--- src/sv/bmf_pkg.sv ---
// ----------------------------------------------------------------------------
// bmf_pkg
// Shared widths, constants, command/status types and the arctangent table
// for the blob moment feature block.
// ----------------------------------------------------------------------------
package bmf_pkg;

  localparam int DEF_MAX_WIDTH    = 1024;
  localparam int DEF_MAX_HEIGHT   = 1024;
  localparam int DEF_CORDIC_STEPS = 16;

  localparam int COORD_W = 10;
  localparam int CNT_W   = 21;
  localparam int SUM_W   = 30;
  localparam int SQ_W    = 40;
  localparam int MOM_W   = 64;
  localparam int PROD_W  = 2 * SUM_W;
  localparam int ORI_W   = 15;
  localparam int DIM_W   = 11;
  localparam int CENT_W  = 18;
  localparam int ASP_W   = 19;
  localparam int ANG_W   = 24;
  localparam int CORD_W  = 34;
  localparam int NORM_W  = 30;

  localparam int DIV_NUM_W = 39;
  localparam int DIV_DEN_W = 21;

  localparam int ATAN_ENTRIES = 24;
  localparam int ATAN_IDX_W   = 5;

  localparam logic signed [ANG_W-1:0] PI_Q20       = 24'sd3294199;
  localparam logic [ORI_W-1:0]        ORIENT_LIMIT = 15'd12868;
  localparam logic [CENT_W-1:0]       CENT_MAX     = 18'd262143;

  // Multiply steps that build the three scaled central moments.
  typedef enum logic [3:0] {
    MUL_A_LO, MUL_A_HI, MUL_A_SQ,
    MUL_B_LO, MUL_B_HI, MUL_B_SQ,
    MUL_C_LO, MUL_C_HI, MUL_C_SQ
  } mul_sel_e;

  typedef enum logic [1:0] {
    DIV_CX, DIV_CY, DIV_ASP
  } div_sel_e;

  typedef struct packed {
    logic                  pix_take;
    logic                  mul_go;
    mul_sel_e              mul_sel;
    logic                  norm_load;
    logic                  norm_shift;
    logic                  cord_init;
    logic                  cord_step;
    logic [ATAN_IDX_W-1:0] cord_idx;
    logic                  ang_load;
    logic                  div_go;
    div_sel_e              div_sel;
    logic                  out_load;
    logic                  acc_clr;
  } bmf_cmd_t;

  typedef struct packed {
    logic norm_done;
    logic div_done;
  } bmf_status_t;

  // atan(2^-i) in Q20 radians, rounded to nearest.
  function automatic logic signed [ANG_W-1:0] atan_q20(input logic [ATAN_IDX_W-1:0] idx);
    logic signed [ANG_W-1:0] v;
    begin
      unique case (idx)
        5'd0:    v = 24'sd823550;
        5'd1:    v = 24'sd486170;
        5'd2:    v = 24'sd256879;
        5'd3:    v = 24'sd130396;
        5'd4:    v = 24'sd65451;
        5'd5:    v = 24'sd32757;
        5'd6:    v = 24'sd16383;
        5'd7:    v = 24'sd8192;
        5'd8:    v = 24'sd4096;
        5'd9:    v = 24'sd2048;
        5'd10:   v = 24'sd1024;
        5'd11:   v = 24'sd512;
        5'd12:   v = 24'sd256;
        5'd13:   v = 24'sd128;
        5'd14:   v = 24'sd64;
        5'd15:   v = 24'sd32;
        5'd16:   v = 24'sd16;
        5'd17:   v = 24'sd8;
        5'd18:   v = 24'sd4;
        5'd19:   v = 24'sd2;
        5'd20:   v = 24'sd1;
        default: v = '0;
      endcase
      return v;
    end
  endfunction

endpackage

--- src/sv/bmf_ctrl.sv ---
// ----------------------------------------------------------------------------
// bmf_ctrl
// Sequencer: accumulation, moment products, normalize, CORDIC, divisions
// and result hand-off.
// ----------------------------------------------------------------------------
module bmf_ctrl
  import bmf_pkg::*;
#(
  parameter int CORDIC_STEPS = DEF_CORDIC_STEPS
) (
  input  logic        clk_i,
  input  logic        rst_ni,
  input  logic        in_valid_i,
  input  logic        final_pixel_i,
  output logic        in_stall_o,
  output logic        out_valid_o,
  input  logic        out_stall_i,
  output bmf_cmd_t    cmd_o,
  input  bmf_status_t status_i
);

  localparam logic [3:0] S_ACCUM = 4'd0;
  localparam logic [3:0] S_MUL   = 4'd1;
  localparam logic [3:0] S_LOAD  = 4'd2;
  localparam logic [3:0] S_NORM  = 4'd3;
  localparam logic [3:0] S_CORD  = 4'd4;
  localparam logic [3:0] S_ANG   = 4'd5;
  localparam logic [3:0] S_DGO   = 4'd6;
  localparam logic [3:0] S_DWAIT = 4'd7;
  localparam logic [3:0] S_DONE  = 4'd8;

  localparam logic [ATAN_IDX_W-1:0] MUL_LAST = ATAN_IDX_W'(MUL_C_SQ);

  logic [3:0]            state_q, state_d;
  logic [ATAN_IDX_W-1:0] cnt_q, cnt_d;
  div_sel_e              dsel_q, dsel_d;
  logic                  ovalid_q, ovalid_d;
  logic                  out_free;

  assign out_free = !ovalid_q || !out_stall_i;

  always_comb begin
    state_d = state_q;
    cnt_d   = cnt_q;
    dsel_d  = dsel_q;
    cmd_o   = '0;
    cmd_o.mul_sel  = mul_sel_e'(cnt_q[3:0]);
    cmd_o.cord_idx = cnt_q;
    cmd_o.div_sel  = dsel_q;
    unique case (state_q)
      S_ACCUM: begin
        cmd_o.pix_take = in_valid_i;
        if (in_valid_i && final_pixel_i) begin
          state_d = S_MUL;
          cnt_d   = '0;
        end
      end
      S_MUL: begin
        if (cnt_q > MUL_LAST) begin
          state_d = S_LOAD;
        end else begin
          cmd_o.mul_go = 1'b1;
          cnt_d = cnt_q + 1'b1;
        end
      end
      S_LOAD: begin
        cmd_o.norm_load = 1'b1;
        state_d = S_NORM;
      end
      S_NORM: begin
        if (status_i.norm_done) begin
          cmd_o.cord_init = 1'b1;
          cnt_d   = '0;
          state_d = S_CORD;
        end else begin
          cmd_o.norm_shift = 1'b1;
        end
      end
      S_CORD: begin
        cmd_o.cord_step = 1'b1;
        if (cnt_q == ATAN_IDX_W'(CORDIC_STEPS - 1)) begin
          state_d = S_ANG;
        end else begin
          cnt_d = cnt_q + 1'b1;
        end
      end
      S_ANG: begin
        cmd_o.ang_load = 1'b1;
        dsel_d  = DIV_CX;
        state_d = S_DGO;
      end
      S_DGO: begin
        cmd_o.div_go = 1'b1;
        state_d = S_DWAIT;
      end
      S_DWAIT: begin
        if (status_i.div_done) begin
          if (dsel_q == DIV_ASP) begin
            state_d = S_DONE;
          end else begin
            dsel_d  = (dsel_q == DIV_CX) ? DIV_CY : DIV_ASP;
            state_d = S_DGO;
          end
        end
      end
      S_DONE: begin
        if (out_free) begin
          cmd_o.out_load = 1'b1;
          cmd_o.acc_clr  = 1'b1;
          state_d = S_ACCUM;
        end
      end
      default: state_d = S_ACCUM;
    endcase
  end

  always_comb begin
    ovalid_d = ovalid_q;
    if (ovalid_q && !out_stall_i) ovalid_d = 1'b0;
    if (cmd_o.out_load) ovalid_d = 1'b1;
  end

  always_ff @(posedge clk_i or negedge rst_ni) begin
    if (!rst_ni) begin
      state_q  <= S_ACCUM;
      cnt_q    <= '0;
      dsel_q   <= DIV_CX;
      ovalid_q <= 1'b0;
    end else begin
      state_q  <= state_d;
      cnt_q    <= cnt_d;
      dsel_q   <= dsel_d;
      ovalid_q <= ovalid_d;
    end
  end

  assign in_stall_o  = (state_q != S_ACCUM);
  assign out_valid_o = ovalid_q;

  a_final_starts_mul: assert property (@(posedge clk_i) disable iff (!rst_ni)
    (in_valid_i && !in_stall_o && final_pixel_i) |=> (state_q == S_MUL))
    else $error("final item did not start the moment products");

  a_load_sets_valid: assert property (@(posedge clk_i) disable iff (!rst_ni)
    cmd_o.out_load |=> ovalid_q)
    else $error("result load did not raise valid");

  a_no_overwrite: assert property (@(posedge clk_i) disable iff (!rst_ni)
    cmd_o.out_load |-> (!ovalid_q || !out_stall_i))
    else $error("result overwritten while stalled");

  a_div_go_state: assert property (@(posedge clk_i) disable iff (!rst_ni)
    cmd_o.div_go |=> (state_q == S_DWAIT))
    else $error("divider started outside the division sequence");

  a_take_only_accum: assert property (@(posedge clk_i) disable iff (!rst_ni)
    cmd_o.pix_take |-> (state_q == S_ACCUM) && !cmd_o.mul_go)
    else $error("pixel taken outside accumulation");

endmodule

--- config.mk ---
export PLATFORM = sky130hd
export DESIGN_NAME = bmf_ctrl
export DESIGN_NICKNAME = d
export VERILOG_FILES = /design/src/sv/bmf_pkg.sv /design/src/sv/bmf_ctrl.sv
export SDC_FILE = /design/constraint.sdc
export NUM_CORES = 1
export LEC_CHECK = 0
export BUFFER_PORTS_ARGS = -buffer_cell sky130_fd_sc_hd__buf_2
export CAP_MARGIN = 15
export CORE_ASPECT_RATIO = 0.75
export CORE_UTILIZATION = 40
export CTS_BUF_LIST = sky130_fd_sc_hd__clkbuf_2 sky130_fd_sc_hd__clkbuf_4 sky130_fd_sc_hd__clkbuf_8
export DETAILED_ROUTE_END_ITERATION = 10
export PLACE_DENSITY = 0.74
export SLEW_MARGIN = 30
export SYNTH_ARGS = -nofsm -noshare
export SYNTH_HDL_FRONTEND = slang
export SYNTH_SLANG_ARGS = --single-unit
--- constraint.sdc ---
create_clock -name clk_i -period 2.36 [get_ports clk_i]
set_input_delay 0.118 -clock clk_i [delete_from_list [all_inputs] [get_ports clk_i]]
set_output_delay 0.118 -clock clk_i [all_outputs]
set_load 0.03 [all_outputs]
==> qor.yml <==
floorplanning:
  rows: 14
  chipWidth_microns: 55.5
  start_util_pct: 42.7
  die_area_sq_um: 2340
  dieHeight_microns: 42.1
  core-area_sq_um: 2010
  io_pins: 30
logic_synthesis:
  yosysSeqAreaShare_pct: 34.9
  synth_top_area_cell: "dfrtp_1"
  avgSynthCellArea_sq_um: 8.51
  synth_edf_count: 0
  yosysWarnings: 0
  syn-num-nets: 111
  synth_flop_cell: "dfrtp_1"
  ys_async_sr_fraction_pct: 100
  synth_cell_types: 35
  synth_seq_cells: 12
  synthTopCellsByArea: "dfrtp_1 (35%), buf_4 (5.2%), nor2_1 (5.2%)"
  syn-cell-area_sq_um: 860
  synth.top_cells.by_count: "dfrtp_1 (12), nor2_1 (12), nand2_1 (10)"
  netlist.area_leader.share_pct: 34.9
  synthCells: 101
routing:
  final_antenna_net_count: 0
  drtPass1Iterations: 4
  routedWlPerCell_microns: 13.2
  viasPerCell: 5.37
  finalWirelength_microns: 2010
  vias: 816
  drc: 0
  drt_iter0_drc: 39
global_routing:
  grt_antenna_before_repair: 0
  grt_max_degree: 15
  grt_pass1_wl_microns: 3370
  grt_pass1_vias: 742
  grt_usage_pct: 18.8
  grt.overflow.total: 0
sta:
  tightest_slew_ns: 0.572
  setup_viol: 0
  fin_tns_setup_ns: 0
  min_period_ns: 2.08
  rsz0062_at_grt: "false"
  fmax_ghz: 0.480
  holdWs_ns: 0.0557
  final_hold_viol_count: 0
  slew_headroom_pct: 61.5
  setup_ws_ns: 0.276
  period_share_pct: 88.3
  maxSlewViolCount: 0
  skew_ns: 0.00500
clock_network:
  numCtsBuffers: 3
  cts_tree: "yes"
  clock_path_buffers: 2
  h-tree-depth: 1
  clk_pin_slew_worst_paths_ns: 0.08
  insertion_delay_ns: 0.27
  root_buffer: "clkbuf_4"
  cts_resized: 0
  cts.sinks: 12
final_layout:
  utilization_pct: 51.4
  final_area_sq_um: 1030
  antenna_cells: 0
  fin_nets: 140
  drive_gt1_share_pct: 32.0
  area_growth_pct: 20.4
  fin_cells: 152
critical_path:
  crit_fanout: 5
  path_class: "flop to flop"
  worst_ep_arrival_time_ns: 2.25
  cp_data_required_time_ns: 2.52
  startpoint_type: "flop"
  crit_path_end_kind: "flop"
placement:
  pre_cts_ws_ns: 0.301
  placed_area_sq_um: 1000
  port_buffers: 29
  place_inst: 148
  gp_congestion: 0.879
  place_hpwl_microns: 1530
pwr:
  p_leak_nw: 0.521
  ir_worst_vdd_v: 0.000797
  power.total_mw: 1.38
  powerDensity_nw_per_um2: 1330
min_path:
  min_path_type: "input pin to flop"
run_status:
  status: "finished, final reports clean"
run:
  cap_violations: 0
## cells by family (layout without fill, tap and decap cells)
kind of cell	Yosys count	in the layout	share of synthesized area, %
fa+ha+maj	3	3	4.37
mux	1	1	1.31
buf+inv	16	43	9.90
flops	12	12	34.9
simple gates	46	46	30.6
compound gates	21	21	16.9
xor+xnor	2	2	2.04
## cells in the final DEF, fill, tap and decap left out, types with 2 or more instances in the layout
master,netlist,layout
nor2_1,12,12
nand2_1,10,10
nand3b_1,2,2
o21ai_0,7,7
clkbuf_4,0,3
a21oi_1,5,5
nor4_1,3,3
o211ai_1,2,2
o41ai_1,2,2
nor3_1,3,3
ha_1,3,3
buf_2,2,29
nand2b_1,4,4
dfrtp_1,12,12
inv_1,6,6
nor2b_1,2,2
buf_4,6,4
## path summary, 6_finish.rpt
kind                       depth (start not counted)  slack (ns)                    start                      end
setup / recovery                                   7        0.28     cnt_q[0]$_DFFE_PN0P_   state_q[0]$_DFFE_PN0P_
hold / removal                                     3        0.06              out_stall_i  out_valid_o$_DFFE_PN0P_
setup reg to reg                                   7        0.28     cnt_q[0]$_DFFE_PN0P_   state_q[0]$_DFFE_PN0P_
hold reg to reg                                    2        0.51  out_valid_o$_DFFE_PN0P_  out_valid_o$_DFFE_PN0P_
max in group asynchronous                          2        1.88                   rst_ni     cnt_q[1]$_DFFE_PN0P_
min in group asynchronous                          2        0.26                   rst_ni   state_q[1]$_DFFE_PN0P_
## registers in the layout (all words and copies together) (netlist names)
register / count
out_valid_o: 1
cnt_q: 5
dsel_q: 2
state_q: 4
## area by class of cell
cell class              instances  area [sq um]
inverters                       6          22.5
clock buffers                   3          22.5
fillers                       183           980
multi-input cells              73           474
flip-flops and latches         12           300
well taps                      24          30.0
repair buffers                 34           185
## layer usage
metal  GRT usage (%)  share of wire (%)
met2            27.0                 44
met1            26.7                 50
met5               0                  0
met3            5.86                5.9
met4            7.00               0.50
## what timing repair did
| action | CTS | global route |
|---|---|---|
| endpoints found under the hold margin | 12 | 0 |
| setup buffers | 0 | 0 |
| hold buffers | 1 | 0 |
## worst max-delay path, cell delays in order (launching register included)
cell	delay, ns
dfrtp_1	0.42
ha_1	0.24
and3_1	0.19
ha_1	0.19
nor4_1	0.37
nor2_2	0.13
nand4_4	0.11
mux2_1	0.33
## where the power goes
group	total (mW)	internal, mW	switching (mW)
Combinational	0.912	0.307	0.605
Sequential	0.338	0.273	0.0655
Clock	0.128	0.0591	0.0688
Total	1.38	0.639	0.739
Power figures use the tool's default switching activity.
